## src/hdl/esmb_pkg.sv

```systemverilog
// Shared types, constants and helper functions for the Euler scale-rotate-translate
// matrix builder. Every module of the block imports this package; it depends on nothing.
package esmb_pkg;

   // Default and upper limit for the CORDIC step count.
   localparam int CORDIC_STEPS_DEF = 16;
   localparam int CORDIC_STEPS_MAX = 32;

   // Depth of the queue between the angle front end and the matrix back end.
   localparam int QUEUE_DEPTH = 4;

   // Width of the CORDIC datapath (Q2.30 with headroom).
   localparam int CORDIC_W = 34;

   // Angle reduction: bias the angle by a whole number of turns so that it is never negative.
   localparam logic [32:0] DEG_BIAS    = 33'd2170552320;
   localparam logic [16:0] RECIP_360   = 17'd93207;
   localparam int          RECIP_SHIFT = 25;
   localparam logic [16:0] DEG_360     = 17'd360;
   localparam logic [24:0] DEG_90      = 25'd5898240;
   localparam logic [24:0] DEG_180     = 25'd11796480;
   localparam logic [24:0] DEG_270     = 25'd17694720;
   localparam logic [24:0] DEG_FULL    = 25'd23592960;

   // Degrees to radians as a Q0.32 factor.
   localparam logic [26:0] RAD_PER_DEG = 27'd74961321;

   localparam logic signed [CORDIC_W-1:0] CORDIC_GAIN = 34'sd652032874;
   localparam logic signed [CORDIC_W-1:0] ONE_Q30     = 34'sd1073741824;

   typedef logic signed [31:0] q16_type;
   typedef logic [22:0]        fold_angle_type;

   typedef struct packed {
      q16_type scale_x;
      q16_type scale_y;
      q16_type scale_z;
      q16_type angle_x;
      q16_type angle_y;
      q16_type angle_z;
      q16_type shift_x;
      q16_type shift_y;
      q16_type shift_z;
   } req_type;

   typedef struct packed {
      q16_type row0_a;
      q16_type row0_b;
      q16_type row0_c;
      q16_type row1_a;
      q16_type row1_b;
      q16_type row1_c;
      q16_type row2_a;
      q16_type row2_b;
      q16_type row2_c;
      q16_type offset_x;
      q16_type offset_y;
      q16_type offset_z;
   } rsp_type;

   // Data that travels alongside the angles to the back end.
   typedef struct packed {
      logic [2:0]          neg_s;
      logic [2:0]          neg_c;
      logic [2:0][31:0]    scale;
      logic [2:0][31:0]    shift;
   } side_type;

   // One queue word: folded angles in [0, 90] degrees plus the side data.
   typedef struct packed {
      fold_angle_type [2:0] angle;
      side_type             side;
   } fold_type;

   // Arctangent of 2^-idx in Q2.30, rounded down.
   function automatic logic signed [CORDIC_W-1:0] atan_q30(input int idx);
      logic signed [CORDIC_W-1:0] v;
      case (idx)
         0:  v = 34'sd843314856;
         1:  v = 34'sd497837829;
         2:  v = 34'sd263043836;
         3:  v = 34'sd133525158;
         4:  v = 34'sd67021686;
         5:  v = 34'sd33543515;
         6:  v = 34'sd16775850;
         7:  v = 34'sd8388437;
         8:  v = 34'sd4194282;
         9:  v = 34'sd2097149;
         10: v = 34'sd1048575;
         11: v = 34'sd524287;
         12: v = 34'sd262143;
         13: v = 34'sd131071;
         14: v = 34'sd65535;
         15: v = 34'sd32767;
         16: v = 34'sd16383;
         17: v = 34'sd8191;
         18: v = 34'sd4095;
         19: v = 34'sd2047;
         20: v = 34'sd1023;
         21: v = 34'sd511;
         22: v = 34'sd255;
         23: v = 34'sd127;
         24: v = 34'sd63;
         25: v = 34'sd31;
         26: v = 34'sd15;
         27: v = 34'sd7;
         28: v = 34'sd3;
         29: v = 34'sd1;
         default: v = '0;
      endcase
      return v;
   endfunction

   // Q2.30 product rounded half up; operands stay within plus or minus one.
   function automatic logic signed [31:0] mul_q30(input logic signed [31:0] a,
                                                  input logic signed [31:0] b);
      logic signed [63:0] p;
      p = a * b + 64'sd536870912;
      return p[61:30];
   endfunction

endpackage

```

## src/hdl/esmb_front.sv

```systemverilog
// Front end: accepts request words, reduces each angle modulo 360 degrees and
// folds it into [0, 90] degrees with sign flags. Depends on esmb_pkg.
module esmb_front (
   input  logic               clock,
   input  logic               reset,
   input  logic               req_valid,
   output logic               req_ready,
   input  esmb_pkg::req_type  req_data,
   output logic               push_valid,
   input  logic               push_ready,
   output esmb_pkg::fold_type push_data
);
   import esmb_pkg::*;

   logic             adv;
   logic             s1_vld_ff, s2_vld_ff;
   logic [31:0]      deg [3];
   logic [16:0]      s1_h_in [3],  s1_h_ff [3];
   logic [15:0]      s1_lo_in [3], s1_lo_ff [3];
   logic [7:0]       s1_q_in [3],  s1_q_ff [3];
   side_type         s1_side_in, s1_side_ff;
   fold_type         s2_in, s2_ff;

   // The whole front moves together unless its last word cannot enter the queue.
   assign adv        = !s2_vld_ff || push_ready;
   assign req_ready  = adv;
   assign push_valid = s2_vld_ff;
   assign push_data  = s2_ff;

   assign deg[0] = req_data.angle_x;
   assign deg[1] = req_data.angle_y;
   assign deg[2] = req_data.angle_z;

   // Stage one: bias the angle, split off the fraction and estimate whole turns of 360.
   always_comb begin
      logic [32:0] u;
      logic [33:0] prod;
      for (int a = 0; a < 3; a++) begin
         u           = {deg[a][31], deg[a]} + DEG_BIAS;
         s1_h_in[a]  = u[32:16];
         s1_lo_in[a] = u[15:0];
         prod        = 34'(s1_h_in[a]) * 34'(RECIP_360);
         s1_q_in[a]  = prod[RECIP_SHIFT+7:RECIP_SHIFT];
      end
      s1_side_in.neg_s    = '0;
      s1_side_in.neg_c    = '0;
      s1_side_in.scale[0] = req_data.scale_x;
      s1_side_in.scale[1] = req_data.scale_y;
      s1_side_in.scale[2] = req_data.scale_z;
      s1_side_in.shift[0] = req_data.shift_x;
      s1_side_in.shift[1] = req_data.shift_y;
      s1_side_in.shift[2] = req_data.shift_z;
   end

   // Stage two: remainder in degrees, then fold by quadrant.
   always_comb begin
      logic [16:0] qm;
      logic [16:0] rem;
      logic [24:0] r;
      s2_in.side = s1_side_ff;
      for (int a = 0; a < 3; a++) begin
         qm  = 17'(s1_q_ff[a]) * DEG_360;
         rem = s1_h_ff[a] - qm;
         r   = {rem[8:0], s1_lo_ff[a]};
         priority if (r <= DEG_90) begin
            s2_in.angle[a]      = r[22:0];
            s2_in.side.neg_s[a] = 1'b0;
            s2_in.side.neg_c[a] = 1'b0;
         end else if (r <= DEG_180) begin
            s2_in.angle[a]      = 23'(DEG_180 - r);
            s2_in.side.neg_s[a] = 1'b0;
            s2_in.side.neg_c[a] = 1'b1;
         end else if (r <= DEG_270) begin
            s2_in.angle[a]      = 23'(r - DEG_180);
            s2_in.side.neg_s[a] = 1'b1;
            s2_in.side.neg_c[a] = 1'b1;
         end else begin
            s2_in.angle[a]      = 23'(DEG_FULL - r);
            s2_in.side.neg_s[a] = 1'b1;
            s2_in.side.neg_c[a] = 1'b0;
         end
      end
   end

   // Valid flags.
   always_ff @(posedge clock) begin
      if (reset) begin
         s1_vld_ff <= 1'b0;
         s2_vld_ff <= 1'b0;
      end else if (adv) begin
         s1_vld_ff <= req_valid;
         s2_vld_ff <= s1_vld_ff;
      end
   end

   // Payload registers.
   always_ff @(posedge clock) begin
      if (adv) begin
         s1_h_ff    <= s1_h_in;
         s1_lo_ff   <= s1_lo_in;
         s1_q_ff    <= s1_q_in;
         s1_side_ff <= s1_side_in;
         s2_ff      <= s2_in;
      end
   end

endmodule

```

## config.mk

```make
export PLATFORM = sky130hd
export DESIGN_NAME = esmb_front
export DESIGN_NICKNAME = d
export VERILOG_FILES = /design/src/hdl/esmb_pkg.sv /design/src/hdl/esmb_front.sv
export SDC_FILE = /design/constraint.sdc
export NUM_CORES = 1
export LEC_CHECK = 0
export ABC_AREA = 1
export BUFFER_PORTS_ARGS = -buffer_cell sky130_fd_sc_hd__buf_4
export CORE_MARGIN = 5
export CORE_UTILIZATION = 40
export DETAILED_ROUTE_END_ITERATION = 12
export PLACE_DENSITY_LB_ADDON = 0.15
export SYNTH_ARGS = -nofsm -noshare
export SYNTH_HDL_FRONTEND = slang
export SYNTH_SLANG_ARGS = --single-unit
```

## constraint.sdc

```tcl
create_clock -name clock -period 68.1 [get_ports clock]
set_clock_uncertainty 0.05 [all_clocks]
set_input_delay 20.43 -clock clock [delete_from_list [all_inputs] [get_ports clock]]
set_output_delay 20.43 -clock clock [all_outputs]
set_load 0.02 [all_outputs]
```

==> metrics.md <==
| Metric | Value |
|---|---|
| # IOs | 561 |
| Layout Nets | 5001 |
| Vert. Die Dim | around 310 um |
| Post-Syn Nets | 4400 |
| Area fraction of the dominant cell type after synthesis | 0.450 |
| Crit-path cells | buf_4 > nor2_1 > inv_8 > buf_4 |
| Antenna-violating nets left | 0 |
| Clock-pin slew on the worst setup and hold paths | 0.07 ns |
| Die W | around 310 um |
| CORE AREA | 0.0915 mm^2 |
| Htree depth | 2 |
| Count of pins over their slew limit | 0 |
| Critical path's top delay family | buffers and inverters |
| Distinct cells, synth | 56 |
| Initial Utilization | 0.403 |
| Worst Tran Pin Value | 1.21 ns |
| Post-CTS Hold Buffers | 0 |
| Fillers | 8641 |
| Post-synthesis register bit count | 554 |
| Post-synth top flop | edfxtp_1 |
| Critical Path Start Type | input port |
| Post-Syn Area per Cell | 10.6 um^2 |
| Syn Inst Count | 3482 |
| DRC errors left | 0 |
| Buf+Inv Stages, Crit Path | 3 |
| Vias | 25400 |
| Worst EP required | 47.62 ns |
| Largest net degree at the start of global routing | 193 |
| GP Congestion | 0.891 |
| Post-synthesis sequential area ratio | 0.451 |
| Worst-Skew Late Latency | about 0.63 ns |
| Max-cap violations | 0 |
| Area grow syn2layout | 20.7% |
| Area leader, netlist | edfxtp_1 |
| # clock sinks | 554 |
| Max Fclk | 23.7 MHz |
| Die Area | around 0.098 mm^2 |
| Outcome | finished clean |
| CTS tree | done |
| Num CTS Buffers | 56 |
| WS Path Type | in -> out |
| First-pass DRT Iterations | 5 |
| Final Hold Fails | 0 |
| Slowest-stage cell, CP | nor2_1 |
| Row cnt | 111 |
| Setup Buffers After CTS | 0 |
| EDFF count, synth | roughly 550 |
| Slew headroom | 0.196 |
| Dpl hpwl | 83300 um |
| Fraction of layout cells with a size suffix above 1 | 0.177 |
| Arr. time, crit path | roughly 22 ns |
| Tmin final | 42.13 ns |
| Port-buffer cells | 560 |
| Clock root buffer | clkbuf_16 |
| Final core utilization | 0.486 |
| Worst setup EP type | output port |
| Via density | 4.76 |
| CP max FO | 38 |
| Crit path top cell by count | buf_4 |
| Final setup violation count | 0 |
| Routed WL per cell | around 19 um |
| First-pass GRT wire length | 150000 um |
| Final wirelength | 100000 um |
| Max incr delay on CP | 0.55 ns |
| Vias in the first global route | roughly 25000 |
| Post-cts resize count | 0 |
| Total track usage | 0.199 |
| Synth Cell Area | 0.0369 mm^2 |
| Setup TNS | 0 ns |
| Initial antenna violation count | 25 |
| Post-synth ARST share | 0 |
| Period Utilization, post-route | 0.619 |
| Class of the worst hold path | reg -> reg |
| RSZ-0062 raised after global routing | no |
| Global route overflow | 0 |
| Max Root-Sink Buffers | 3 |
| Synthesis Warnings | 0 |
| DRT iter0 DRCs | roughly 1900 |
| Synth top area cells | edfxtp_1 (45%), ha_1 (14%), fa_1 (11%) |
-- metrics by stage --
stage          hold WS, ns  setup slack (ns)  cell area [um^2]  instances
2_1_floorplan        0.350             16.40             36900       3482
3_3_place_gp         0.350             25.97             42500       5211
3_5_place_dp         0.355             25.97             42500       5211
4_1_cts              0.366             25.97             44500       5316
5_1_grt              0.371             25.93             44500       5327
6_report             0.362             25.97             44500       5328
-- flip-flops by register name, indices dropped and copies added (netlist names) --
| signal | count |
|---|---|
| s1_lo_ff | 48 |
| s1_q_ff | 18 |
| push_data | 267 |
| s1_h_ff | 27 |
| s1_side_ff | 192 |
| s1_vld_ff | 1 |
| push_valid | 1 |
-- cells in the mapped netlist (11+ instances only) --
library cell	n
nand2_1	523
nand4_1	73
xnor2_1	65
a21oi_1	96
inv_1	844
nand2_2	12
nor4_1	11
nand3_1	150
a21o_1	15
ha_1	417
nand3b_1	17
edfxtp_1	552
xor2_1	79
o21bai_1	22
fa_1	209
nor2_1	153
o21ai_0	60
nor3_1	39
or2_2	18
-- cells in the final DEF (no fill, tap or decap), types with 79 or more instances in the layout --
cell type and n:
inv_1 843, buf_4 563, edfxtp_1 552, nand2_1 523, ha_1 417, fa_1 209, nor2_1 153, nand3_1 150
a21oi_1 96, xor2_1 79
-- logic make-up (layout without fill, tap and decap cells) --
| logic type | after synthesis | after routing | share of synthesized area |
|---|---|---|---|
| AOI/OAI and AO/OA | 249 | 249 | 0.0402 |
| and+or+nand+nor | 1027 | 1027 | 0.125 |
| adders and majority gates | 626 | 626 | 0.255 |
| buffers and inverters | 874 | 1522 | 0.0909 |
| DFF | 554 | 554 | 0.451 |
| xor gates and xnor gates | 152 | 152 | 0.0377 |
| other | 0 | 12 | 0 |
-- worst paths after layout --
| check | slack [ns] | end | cells past startpoint | startpoint |
|---|---|---|---|---|
| setup / recovery | 25.97 | req_ready | 4 | push_ready |
| hold / removal | 0.36 | push_data[38] | 0 | s1_side_ff[38] |
| setup reg to reg | 63.85 | push_data[261] | 19 | s1_q_ff[2] |
| hold reg to reg | 0.36 | push_data[38] | 0 | s1_side_ff[38] |
-- cell type report --
type,count,area [um^2],share of cell area
timing repair buffer,565,4270,0.0959
inverter,852,3210,0.0721
clock buffer,67,1440,0.0324
antenna,12,30.0,0.000675
multi-input combinational,2054,16900,0.380
tap,1186,1480,0.0334
sequential,554,16600,0.373
clock inverter,38,552,0.0124
-- metal layers --
layer	part of all wire	routed length [um]	GRT usage	vias up
li1	-	-	-	12600
met1	0.43	43200	0.260	12000
met2	0.48	48100	0.334	651
met3	0.063	6330	0.0444	132
met4	0.026	2580	0.0569	10
met5	0.00061	61	0	-
Power is left out: the tool's default activity adds up to more than one toggle a clock period on the data nets, which glitch-free logic cannot reach.
