--- src/hdl/esmb_pkg.sv ---
// Shared types, constants and helper functions for the Euler scale-rotate-translate
// matrix builder. Every module of the block imports this package; it depends on nothing.
package esmb_pkg;

   // Default and upper limit for the CORDIC step count.
   localparam int CORDIC_STEPS_DEF = 16;
   localparam int CORDIC_STEPS_MAX = 32;

   // Depth of the queue between the angle front end and the matrix back end.
   localparam int QUEUE_DEPTH = 4;

   // Width of the CORDIC datapath (Q2.30 with headroom).
   localparam int CORDIC_W = 34;

   // Angle reduction: bias the angle by a whole number of turns so that it is never negative.
   localparam logic [32:0] DEG_BIAS    = 33'd2170552320;
   localparam logic [16:0] RECIP_360   = 17'd93207;
   localparam int          RECIP_SHIFT = 25;
   localparam logic [16:0] DEG_360     = 17'd360;
   localparam logic [24:0] DEG_90      = 25'd5898240;
   localparam logic [24:0] DEG_180     = 25'd11796480;
   localparam logic [24:0] DEG_270     = 25'd17694720;
   localparam logic [24:0] DEG_FULL    = 25'd23592960;

   // Degrees to radians as a Q0.32 factor.
   localparam logic [26:0] RAD_PER_DEG = 27'd74961321;

   localparam logic signed [CORDIC_W-1:0] CORDIC_GAIN = 34'sd652032874;
   localparam logic signed [CORDIC_W-1:0] ONE_Q30     = 34'sd1073741824;

   typedef logic signed [31:0] q16_type;
   typedef logic [22:0]        fold_angle_type;

   typedef struct packed {
      q16_type scale_x;
      q16_type scale_y;
      q16_type scale_z;
      q16_type angle_x;
      q16_type angle_y;
      q16_type angle_z;
      q16_type shift_x;
      q16_type shift_y;
      q16_type shift_z;
   } req_type;

   typedef struct packed {
      q16_type row0_a;
      q16_type row0_b;
      q16_type row0_c;
      q16_type row1_a;
      q16_type row1_b;
      q16_type row1_c;
      q16_type row2_a;
      q16_type row2_b;
      q16_type row2_c;
      q16_type offset_x;
      q16_type offset_y;
      q16_type offset_z;
   } rsp_type;

   // Data that travels alongside the angles to the back end.
   typedef struct packed {
      logic [2:0]          neg_s;
      logic [2:0]          neg_c;
      logic [2:0][31:0]    scale;
      logic [2:0][31:0]    shift;
   } side_type;

   // One queue word: folded angles in [0, 90] degrees plus the side data.
   typedef struct packed {
      fold_angle_type [2:0] angle;
      side_type             side;
   } fold_type;

   // Arctangent of 2^-idx in Q2.30, rounded down.
   function automatic logic signed [CORDIC_W-1:0] atan_q30(input int idx);
      logic signed [CORDIC_W-1:0] v;
      case (idx)
         0:  v = 34'sd843314856;
         1:  v = 34'sd497837829;
         2:  v = 34'sd263043836;
         3:  v = 34'sd133525158;
         4:  v = 34'sd67021686;
         5:  v = 34'sd33543515;
         6:  v = 34'sd16775850;
         7:  v = 34'sd8388437;
         8:  v = 34'sd4194282;
         9:  v = 34'sd2097149;
         10: v = 34'sd1048575;
         11: v = 34'sd524287;
         12: v = 34'sd262143;
         13: v = 34'sd131071;
         14: v = 34'sd65535;
         15: v = 34'sd32767;
         16: v = 34'sd16383;
         17: v = 34'sd8191;
         18: v = 34'sd4095;
         19: v = 34'sd2047;
         20: v = 34'sd1023;
         21: v = 34'sd511;
         22: v = 34'sd255;
         23: v = 34'sd127;
         24: v = 34'sd63;
         25: v = 34'sd31;
         26: v = 34'sd15;
         27: v = 34'sd7;
         28: v = 34'sd3;
         29: v = 34'sd1;
         default: v = '0;
      endcase
      return v;
   endfunction

   // Q2.30 product rounded half up; operands stay within plus or minus one.
   function automatic logic signed [31:0] mul_q30(input logic signed [31:0] a,
                                                  input logic signed [31:0] b);
      logic signed [63:0] p;
      p = a * b + 64'sd536870912;
      return p[61:30];
   endfunction

endpackage

--- src/hdl/esmb_queue.sv ---
// Short queue of folded-angle words between the front and back ends.
// Depends on esmb_pkg for the word type.
module esmb_queue #(
   parameter int DEPTH = esmb_pkg::QUEUE_DEPTH
) (
   input  logic               clock,
   input  logic               reset,
   input  logic               push_valid,
   output logic               push_ready,
   input  esmb_pkg::fold_type push_data,
   output logic               pop_valid,
   input  logic               pop_ready,
   output esmb_pkg::fold_type pop_data
);
   import esmb_pkg::*;

   localparam int PW = (DEPTH > 1) ? $clog2(DEPTH) : 1;
   localparam int CNTW = $clog2(DEPTH + 1);
   localparam logic [PW-1:0]   LAST = PW'(DEPTH - 1);
   localparam logic [CNTW-1:0] FULL = CNTW'(DEPTH);

   fold_type        mem_ff [DEPTH];
   logic [PW-1:0]   wr_ptr_ff, wr_ptr_in, rd_ptr_ff, rd_ptr_in;
   logic [CNTW-1:0] cnt_ff, cnt_in;
   logic            do_push, do_pop;

   assign push_ready = (cnt_ff != FULL);
   assign pop_valid  = (cnt_ff != '0);
   assign pop_data   = mem_ff[rd_ptr_ff];
   assign do_push    = push_valid && push_ready;
   assign do_pop     = pop_valid && pop_ready;

   // Pointer and count updates.
   always_comb begin
      wr_ptr_in = wr_ptr_ff;
      rd_ptr_in = rd_ptr_ff;
      cnt_in    = cnt_ff;
      if (do_push) begin
         wr_ptr_in = (wr_ptr_ff == LAST) ? '0 : wr_ptr_ff + 1'b1;
      end
      if (do_pop) begin
         rd_ptr_in = (rd_ptr_ff == LAST) ? '0 : rd_ptr_ff + 1'b1;
      end
      if (do_push && !do_pop) begin
         cnt_in = cnt_ff + 1'b1;
      end else if (do_pop && !do_push) begin
         cnt_in = cnt_ff - 1'b1;
      end
   end

   always_ff @(posedge clock) begin
      if (reset) begin
         wr_ptr_ff <= '0;
         rd_ptr_ff <= '0;
         cnt_ff    <= '0;
      end else begin
         wr_ptr_ff <= wr_ptr_in;
         rd_ptr_ff <= rd_ptr_in;
         cnt_ff    <= cnt_in;
      end
   end

   // Storage.
   always_ff @(posedge clock) begin
      if (do_push) begin
         mem_ff[wr_ptr_ff] <= push_data;
      end
   end

endmodule

--- config.mk ---
export PLATFORM = sky130hd
export DESIGN_NAME = esmb_queue
export DESIGN_NICKNAME = d
export VERILOG_FILES = /design/src/hdl/esmb_pkg.sv /design/src/hdl/esmb_queue.sv
export SDC_FILE = /design/constraint.sdc
export NUM_CORES = 1
export LEC_CHECK = 0
export BUFFER_PORTS_ARGS = -buffer_cell sky130_fd_sc_hd__buf_2
export CAP_MARGIN = 5
export CORE_ASPECT_RATIO = 0.6
export CORE_MARGIN = 1.5
export CORE_UTILIZATION = 55
export DETAILED_ROUTE_END_ITERATION = 8
export PLACE_DENSITY_LB_ADDON = 0.12
export SETUP_SLACK_MARGIN = 0.02
export SYNTH_ARGS = -nofsm -noshare
export SYNTH_HDL_FRONTEND = slang
export SYNTH_SLANG_ARGS = --single-unit
--- constraint.sdc ---
create_clock -name clock -period 11.32 [get_ports clock]
set_clock_uncertainty 0.15 [all_clocks]
set_input_delay 1.132 -clock clock [delete_from_list [all_inputs] [get_ports clock]]
set_output_delay 1.132 -clock clock [all_outputs]
set_load 0.05 [all_outputs]
==> flow_metrics.env, run 1 <==
export IMPL_cap_viol_max_count=0
export IMPL_crit_fanout=147
export IMPL_synth_area_sq_um=39500
export IMPL_place_congestion=0.788
export IMPL_layout_min_cycle_time_ps=5380
export IMPL_clkSinkCount=1077
export IMPL_hold_path_depth=2
export IMPL_io_pins=540
export IMPL_rows=75
export IMPL_numPortBuffers=539
export IMPL_die_x_microns=349
export IMPL_ff2ff_path_depth=4
export IMPL_busiest_layer="met2"
export IMPL_synth_top_cell_area_share=0.812
export IMPL_startpoint_type="flip-flop"
export IMPL_synth_top_area_cell="edfxtp_1"
export IMPL_p_leak_nw=15.6
export IMPL_synth_edff_count=1068
export IMPL_r2r_start="cnt_ff[0]$_SDFFE_PP0P_"
export IMPL_yosys_top_cells_count="1068 x edfxtp_1, 146 x mux4_2, 121 x mux4_1"
export IMPL_fin_tns_setup_ps=0
export IMPL_fp_coreArea_sq_um=70500
export IMPL_regToRegEndpoint="mem_ff[2][52]$_DFFE_PP_"
export IMPL_seq_area_sq_um=32300
export IMPL_via_per_inst=5.65
export IMPL_root_buffer="clkbuf_16"
export IMPL_multiInputGateArea_sq_um=6760
export IMPL_worst_slew_pin_slew_ps=1060
export IMPL_use_met3=0.0665
export IMPL_first_iter_violations=1390
export IMPL_grt_use_total=0.218
export IMPL_wl_per_cell_microns=25.5
export IMPL_synthesis_nets=1721
export IMPL_status="finished, final reports clean"
export IMPL_num_vias=17500
export IMPL_initial_core_util=0.560
export IMPL_ys_seq_elements=1077
export IMPL_postCtsResizedCells=0
export IMPL_drt_total_wl_microns=78900
export IMPL_path_clk_slew_ps=60
export IMPL_dr_pass1_iters=5
export IMPL_synth_avg_cell_area_sq_um=27.4
export IMPL_grt_pass1_wl_microns=116000
export IMPL_maxSlewViolCount=0
export IMPL_htreeDepth=3
export IMPL_crit_required_ps=10040
export IMPL_synth_area_leaders="edfxtp_1 81%, mux4_2 8.3%, mux4_1 8.1%"
export IMPL_slew_headroom=0.291
export IMPL_area_growth_pct=17.3
export IMPL_cts_tree="yes"
export IMPL_vdd_drop_max_mv=0.223
export IMPL_die_y_microns=211
export IMPL_dieArea_sq_um=73500
export IMPL_drive_gt1_frac=0.401
export IMPL_min_from="rd_ptr_ff[0]$_SDFFE_PP0P_"
export IMPL_setup_violations_final=0
export IMPL_numCtsBuffers=96
export IMPL_p_per_area_nw_per_um2=242
export IMPL_clkLatencyLatePin_ps=650
export IMPL_grt_max_degree=148
export IMPL_p_total_w=0.0112
export IMPL_gr_usage_met1=0.303
export IMPL_cp_data_arrival_time_ps=4100
export IMPL_postCtsHoldBufs=0
export IMPL_yosysMostFrequentCell="edfxtp_1"
export IMPL_synth_warnings=0
export IMPL_async_flop_share=0
export IMPL_syn_inst=1443
export IMPL_fin_nets=2314
export IMPL_fin_crit_sh=0.476
export IMPL_clock_fmax_ghz=0.186
export IMPL_rsz0062_at_grt="false"
export IMPL_seq_area_frac_synth=0.817
export IMPL_dp_hpwl_microns=47800
export IMPL_synthFlopType="edfxtp_1"
export IMPL_finalHoldViolCount=0
export IMPL_crit_path_end_kind="output pin"
export IMPL_crit_type="flip-flop to output pin"
export IMPL_drcViolationCount=0
export IMPL_ys_types=26
export IMPL_first_global_vias=17900
export IMPL_r2r_slack_ps=7470
export IMPL_ant_nets=0
export IMPL_fillers=4551
export IMPL_hold_path_class="flip-flop to flip-flop"
export IMPL_cts_setup_buffers=0
export IMPL_clock_path_buffers=3
export IMPL_antenna_found_initial=27
export IMPL_met2_usage=0.342
export IMPL_grt_overflow=0
state kept, by name, summed over array words and instances (netlist names), named ones only:
register,flops
mem_ff,1068
wr_ptr_ff,2
rd_ptr_ff,2
cnt_ff,3
cells by family after synthesis:
kind of cell / count (synthesis) / share of synthesized area
AOI/OAI and AO/OA: 5 / 0.000887
DFF: 1077 / 0.817
muxes: 270 / 0.165
adders and majority gates: 7 / 0.00241
buffers and inverters: 65 / 0.0125
and+or+nand+nor: 17 / 0.00250
xor gates and xnor gates: 2 / 0.000444
stage by stage:
stage                util  setup WS [ps]  area (sq um)  hold slack, ps  std cells
floorplan               -           3170         39500             313       1443
global placement    0.612           6610         43100             308       2900
detailed placement  0.612           6620         43100             337       2900
CTS                 0.657           5900         46300             349       3077
global route        0.657           5760         46300             379       3085
finish              0.657           5940         46300             359       3095
how the worst max path moves through the flow:
stage               cells after the start                      to                    from
floorplan                               3  mem_ff[0][0]$_DFFE_PP_  cnt_ff[0]$_SDFFE_PP0P_
global placement                        4           pop_data[125]               flip-flop
detailed placement                      4           pop_data[119]               flip-flop
CTS                                     4           pop_data[119]               flip-flop
global route                            4           pop_data[245]               flip-flop
finish                                  4           pop_data[122]               flip-flop
layer usage:
| metal | wire, microns | vias up |
|---|---|---|
| met1 | 31800 | 9212 |
| li1 | - | 7638 |
| met4 | 1480 | 24 |
| met2 | 39200 | 491 |
| met5 | 152 | - |
| met3 | 6230 | 123 |
final cells by class:
cell class	instances	area share
antenna	18	0.000972
multi-input combinational	301	0.146
clock inverter	56	0.0119
timing repair buffer	557	0.0628
sequential	1077	0.696
clock buffer	121	0.0559
inverter	3	0.000243
tap	962	0.0260
critical path: stages (launching register included):
cell and delay [ps]:
dfxtp_4 930, buf_12 690, buf_4 890, mux4_2 430, buf_2 230
placed cells by master, fill, tap and decap left out, types with 3 or more instances in the layout:
cell type,n
and3_4,4
buf_12,6
buf_2,539
buf_4,12
bufinv_16,11
clkbuf_1,19
clkbuf_16,99
clkbuf_8,3
clkinv_1,20
clkinv_2,19
dfxtp_1,7
diode_2,18
edfxtp_1,1068
ha_1,6
inv_1,3
inv_6,4
mux2i_1,3
mux4_1,121
mux4_2,146
nor2_1,3
or3_1,3
where the power goes:
group,leakage [nW],internal (W),switching [W]
sequential,9.86,0.00483,0.000109
combinational,4.18,0.000845,0.00221
clock,1.55,0.00187,0.00136
total,15.6,0.00755,0.00368
Note: power is estimated with default switching activity, not from simulation.
==> inputs of run 2 (changes only) <==
--- a/config.mk
+++ b/config.mk
@@ -5,11 +5,12 @@
 export SDC_FILE = /design/constraint.sdc
 export NUM_CORES = 1
 export LEC_CHECK = 0
+export ABC_AREA = 1
 export BUFFER_PORTS_ARGS = -buffer_cell sky130_fd_sc_hd__buf_2
 export CAP_MARGIN = 5
 export CORE_ASPECT_RATIO = 0.6
 export CORE_MARGIN = 1.5
-export CORE_UTILIZATION = 55
+export CORE_UTILIZATION = 52
 export DETAILED_ROUTE_END_ITERATION = 8
 export PLACE_DENSITY_LB_ADDON = 0.12
 export SETUP_SLACK_MARGIN = 0.02
==> constraint.sdc (replaced) <==
create_clock -name clock -period 4.6 [get_ports clock]
set_clock_uncertainty 0.15 [all_clocks]
set_input_delay 0.46 -clock clock [delete_from_list [all_inputs] [get_ports clock]]
set_output_delay 0.46 -clock clock [all_outputs]
set_load 0.05 [all_outputs]
==> run 2 against run 1 <==
Compared with the run above:
- worst setup slack worse by 5100 ps
- clock power is 140% higher
- combinational power grew to 4.0 times the previous value
- die area is 6.2% higher
- critical path depth is 1 higher
- first-iteration DRC count is 75% higher
- wire length is 20% higher
- synthesized cell count is 84% higher
- via count is 42% higher
==> flow_metrics.env, run 2 <==
export IMPL_status="finished, final reports clean"
export IMPL_dp_hpwl_microns=51700
export IMPL_die_y_microns=217
export IMPL_clkSinkCount=1077
export IMPL_yosys_top_cells_count="1068 x edfxtp_1, 549 x nor2_1, 531 x o21ai_0"
export IMPL_ys_seq_elements=1077
export IMPL_synth_warnings=0
export IMPL_grt_pass1_wl_microns=144000
export IMPL_synthesis_nets=2929
export IMPL_p_comb_frac=0.378
export IMPL_crit_type="flip-flop to output pin"
export IMPL_worstPathCellList="inv_8, buf_4, o21ai_0, o22ai_1, buf_2"
export IMPL_fin_crit_sh=0.817
export IMPL_place_inst=4046
export IMPL_grt_max_degree=211
export IMPL_fillers=5364
export IMPL_ys_types=22
export IMPL_crit_fanout=142
export IMPL_clock_path_buffers=3
export IMPL_layout_min_cycle_time_ps=3760
export IMPL_die_x_microns=360
export IMPL_fp_coreArea_sq_um=75500
export IMPL_drive_gt1_frac=0.208
export IMPL_cts_tree="yes"
export IMPL_p_per_area_nw_per_um2=656
export IMPL_cp_data_arrival_time_ps=3150
export IMPL_final_cells=4504
export IMPL_synth_top_cell_area_share=0.808
export IMPL_fin_nets=3691
export IMPL_largest_reg_flops=1068
export IMPL_via_per_inst=5.53
export IMPL_first_iter_violations=2436
export IMPL_crit_path_end_kind="output pin"
export IMPL_vdd_drop_max_mv=0.580
export IMPL_area_growth_pct=24.0
export IMPL_p_leak_nw=17.2
export IMPL_numPortBuffers=539
export IMPL_setup_violations_final=0
export IMPL_synth_avg_cell_area_sq_um=15.0
export IMPL_ant_nets=0
export IMPL_slowest_stage="inv_8"
export IMPL_grt_overflow=0
export IMPL_ff2ff_path_depth=5
export IMPL_maxSlewViolCount=0
export IMPL_syn_inst=2651
export IMPL_dieArea_sq_um=78100
export IMPL_async_flop_share=0
export IMPL_antenna_found_initial=12
export IMPL_synth_area_leaders="edfxtp_1 81%, o21ai_0 6.7%, nor2_1 5.2%"
export IMPL_finalHoldViolCount=0
export IMPL_cpPeakStageDelay_ps=630
export IMPL_fin_tns_setup_ps=0
export IMPL_path_buf_inv=3
export IMPL_worst_slew_pin_slew_ps=1100
export IMPL_rows=78
export IMPL_clock_fmax_ghz=0.266
export IMPL_hold_path_depth=2
export IMPL_synth_area_sq_um=39700
export IMPL_initial_core_util=0.525
export IMPL_io_pins=540
export IMPL_post_place_ws_ps=1550
export IMPL_synthFlopType="edfxtp_1"
export IMPL_num_vias=24900
export IMPL_wl_per_cell_microns=21.0
export IMPL_crit_required_ps=3990
export IMPL_seq_area_sq_um=32300
export IMPL_seq_area_frac_synth=0.813
export IMPL_place_congestion=0.811
export IMPL_numCtsBuffers=95
export IMPL_clkPwrFrac=0.243
export IMPL_drcViolationCount=0
export IMPL_finish_utilization=0.652
export IMPL_multiInputGateArea_sq_um=6680
export IMPL_path_clk_slew_ps=70
export IMPL_p_sw_w=0.0135
export IMPL_drt_total_wl_microns=94700
export IMPL_startpoint_type="flip-flop"
export IMPL_clkLatencyLatePin_ps=670
export IMPL_layout_common_cells="1068 x edfxtp_1, 544 x nor2_1, 539 x buf_2"
export IMPL_dr_pass1_iters=6
export IMPL_setup_ws_ps=842
export IMPL_rsz0062_at_grt="false"
export IMPL_mostFrequentLayoutCell="edfxtp_1"
export IMPL_htreeDepth=3
export IMPL_first_global_vias=25300
export IMPL_pwr_share_seq=0.379
export IMPL_synth_edff_count=1068
export IMPL_cpLargestDelayFamily="buffers and inverters"
export IMPL_grt_use_total=0.240
export IMPL_cap_viol_max_count=0
export IMPL_reg_largest_list="mem_ff (1068), cnt_ff (3)"
export IMPL_regMostFlops="mem_ff"
export IMPL_p_int_w=0.0188
export IMPL_slew_headroom=0.264
export IMPL_synth_top_area_cell="edfxtp_1"
export IMPL_root_buffer="clkbuf_16"
export IMPL_yosysMostFrequentCell="edfxtp_1"
export IMPL_cp_num_cells=5
export IMPL_hold_path_class="input port to flip-flop"
export IMPL_p_total_w=0.0323
export IMPL_switching_share=0.417
## run 2: stage by stage
stage	hold WS, ps	instance area, sq um
final	366	49200
after floorplan	333	39800
after detailed placement	366	43400
after global placement	344	43400
after global routing	343	49200
after CTS	315	49200
## run 2: worst register-to-register path, cell delays in order (launching register included)
cell,delay (ps)
dfxtp_1,350
inv_1,100
ha_1,140
inv_1,60
nor2_4,570
buf_12,510
## run 2: cells by family after synthesis
group	after synthesis	share of synthesized area
adder cells (fa/ha/maj)	7	0.00240
AO/OA/AOI/OAI	805	0.110
buffers and inverters	193	0.0209
flip-flops	1077	0.813
XOR/XNOR	1	0.000221
AND/OR/NAND/NOR	568	0.0540
## run 2: final timing paths
kind | from | end | slack, ps
max | flip-flop | pop_data[9] | 840
min | push_data[49] | mem_ff[0][49]$_DFFE_PP_ | 370
max reg2reg | wr_ptr_ff[1]$_SDFFE_PP0P_ | mem_ff[1][119]$_DFFE_PP_ | 2170
min reg2reg | rd_ptr_ff[1]$_SDFFE_PP0P_ | flip-flop | 390
## run 2: power groups by stage
stage	Sequential, W	Clock (W)	Combinational (W)
final	0.0122	0.00784	0.0122
after global routing	0.0123	0.00836	0.0129
after CTS	0.0122	0.00799	0.0123
after detailed placement	0.0124	0	0.0120
after global placement	0.0124	0	0.0119
after floorplan	0.0125	0	0.00876
## run 2: what timing repair did
item / CTS / global route
setup buffers: 0 / 0
endpoints found under the hold margin: 1077 / 0
hold buffers: 270 / 0
gates resized for setup: 0 / 0
## run 2: final cells by class
| cell class | instances | share of cell area |
|---|---|---|
| inverter | 16 | 0.00147 |
| tap | 1000 | 0.0254 |
| timing repair buffer | 842 | 0.119 |
| multi-input combinational | 1381 | 0.136 |
| clock buffer | 113 | 0.0501 |
| clock inverter | 64 | 0.0122 |
| sequential | 1077 | 0.655 |
| antenna | 11 | 0.000559 |
## run 2: per-layer routing
layer,track usage,up-vias,wire length [microns]
li1,-,11600,-
met1,0.302,12400,38600
met2,0.409,756,47000
met3,0.0545,172,5950
met4,0.0897,4,3080
met5,0,-,22
==> inputs of run 3 (changes only) <==
==> constraint.sdc (replaced) <==
create_clock -name clock -period 3.3 [get_ports clock]
set_clock_uncertainty 0.15 [all_clocks]
set_input_delay 0.33 -clock clock [delete_from_list [all_inputs] [get_ports clock]]
set_output_delay 0.33 -clock clock [all_outputs]
set_load 0.05 [all_outputs]
==> run 3 against run 2 <==
Compared with the run above:
- wire length increased by 2.9%
- critical path depth stayed put
- global-route usage rose by 0.29 points
- flip-flop and latch count stayed put
- critical endpoint is now pop_data[114]
- largest power group is now combinational logic
==> flow_metrics.env, run 3 (synthesized netlist as in run 2, its figures left out) <==
export IMPL_crit_fanout=86
export IMPL_clock_fmax_ghz=0.319
export IMPL_hold_ws_ps=248
export IMPL_mostFrequentLayoutCell="edfxtp_1"
export IMPL_die_y_microns=217
export IMPL_p_total_w=0.0454
export IMPL_grt_max_degree=164
export IMPL_rsz0062_at_grt="false"
export IMPL_crit_required_ps=2820
export IMPL_htreeDepth=3
export IMPL_clkSinkCount=1077
export IMPL_cts_tree="yes"
export IMPL_ant_nets=0
export IMPL_place_congestion=0.793
export IMPL_maxSlewViolCount=0
export IMPL_fin_crit_sh=0.950
export IMPL_layout_min_cycle_time_ps=3140
export IMPL_fp_coreArea_sq_um=75500
export IMPL_startpoint_type="flip-flop"
export IMPL_slew_headroom=0.455
export IMPL_numCtsBuffers=94
export IMPL_layout_common_cells="1068 x edfxtp_1, 544 x nor2_1, 539 x buf_2"
export IMPL_via_per_inst=5.60
export IMPL_final_cells=4517
export IMPL_vdd_drop_max_mv=0.617
export IMPL_dr_pass1_iters=5
export IMPL_drt_total_wl_microns=97400
export IMPL_seq_area_sq_um=32300
export IMPL_largest_reg_flops=1068
export IMPL_hold_path_class="input port to flip-flop"
export IMPL_fillers=5236
export IMPL_p_per_area_nw_per_um2=914
export IMPL_drive_gt1_frac=0.212
export IMPL_first_global_vias=25000
export IMPL_numPortBuffers=539
export IMPL_cp_data_arrival_time_ps=2660
export IMPL_wl_met3_microns=6410
export IMPL_first_iter_violations=2029
export IMPL_antenna_found_initial=9
export IMPL_status="finished, final reports clean"
export IMPL_dp_hpwl_microns=54500
export IMPL_wl_met2_microns=47900
export IMPL_regMostFlops="mem_ff"
export IMPL_root_buffer="clkbuf_16"
export IMPL_cap_viol_max_count=0
export IMPL_initial_core_util=0.525
export IMPL_die_x_microns=360
export IMPL_crit_path_end_kind="output pin"
export IMPL_topRoutingLayerUsed="met5"
export IMPL_worst_slew_pin_slew_ps=818
export IMPL_rows=78
export IMPL_dpl_cell_area_sq_um=43800
export IMPL_multiInputGateArea_sq_um=6680
export IMPL_postLayoutCellArea_sq_um=49600
export IMPL_num_vias=25300
export IMPL_fin_nets=3717
export IMPL_drcViolationCount=0
export IMPL_clock_path_buffers=3
export IMPL_io_pins=540
export IMPL_p_leak_nw=17.4
export IMPL_reg_largest_list="mem_ff (1068), cnt_ff (3)"
export IMPL_grt_use_total=0.243
export IMPL_fin_tns_setup_ps=0
export IMPL_place_inst=4069
export IMPL_grt_overflow=0
export IMPL_area_growth_pct=25.0
export IMPL_clkLatencyLatePin_ps=670
export IMPL_setup_violations_final=0
export IMPL_grt_pass1_wl_microns=145000
export IMPL_wl_per_cell_microns=21.6
export IMPL_crit_type="flip-flop to output pin"
export IMPL_dieArea_sq_um=78100
export IMPL_finalHoldViolCount=0
export IMPL_path_clk_slew_ps=70
export IMPL_wl_met1_microns=40300
-- run 3: changes by cell type in the layout (fill, tap and decap cells not counted), sizes merged --
cell / change
buf: +25
bufinv: +1
clkbuf: -2
clkinvlp: -4
diode: -6
inv: -1
-- run 3: critical path, cell delays in order (launching register included) --
cell     delay (ps)
dfxtp_4         570
buf_12          360
buf_12          270
o21ai_0         110
o22ai_1         280
buf_2           330
-- run 3: repair_timing --
| action | 4_1_cts | 5_1_grt |
|---|---|---|
| setup endpoints to repair | 14 | 73 |
| setup buffers | 1 | 1 |
| endpoints found under the hold margin | 1077 | 0 |
| hold buffers | 270 | 0 |
| gates cloned | 0 | 2 |
| resized for setup | 2 | 2 |
-- run 3: cell type report --
class | count | share of cell area
clock inverter | 60 | 0.0113
multi-input combinational | 1381 | 0.135
antenna | 5 | 0.000252
timing repair buffer | 869 | 0.128
tap | 1000 | 0.0252
inverter | 16 | 0.00156
clock buffer | 109 | 0.0492
sequential | 1077 | 0.650
-- run 3: metrics by stage --
| stage | worst slack, ps | util |
|---|---|---|
| 2_1_floorplan | -1870 | - |
| 3_3_place_gp | 758 | 0.580 |
| 3_5_place_dp | 716 | 0.580 |
| 4_1_cts | 25.7 | 0.656 |
| 5_1_grt | 27.2 | 0.657 |
| 6_report | 164 | 0.657 |
-- run 3: final timing paths --
| path | from | end | slack [ps] | cells past startpoint |
|---|---|---|---|---|
| setup reg to reg | cnt_ff[1]$_SDFFE_PP0P_ | mem_ff[0][254]$_DFFE_PP_ | 1080 | 5 |
| hold reg to reg | rd_ptr_ff[1]$_SDFFE_PP0P_ | flip-flop | 380 | 2 |
| hold / removal | push_data[46] | mem_ff[0][46]$_DFFE_PP_ | 250 | 2 |
| setup / recovery | flip-flop | pop_data[114] | 160 | 5 |
-- run 3: report_power, final --
group	internal, W	switching (W)
combinational	0.00379	0.0138
sequential	0.0166	0.000358
clock	0.00608	0.00474
total	0.0265	0.0189
-- run 3: routing by layer --
layer  vias up  GRT usage
met3       170     0.0580
met2       819      0.400
met5         -          0
met4         8     0.0815
li1      11700          -
met1     12600      0.320
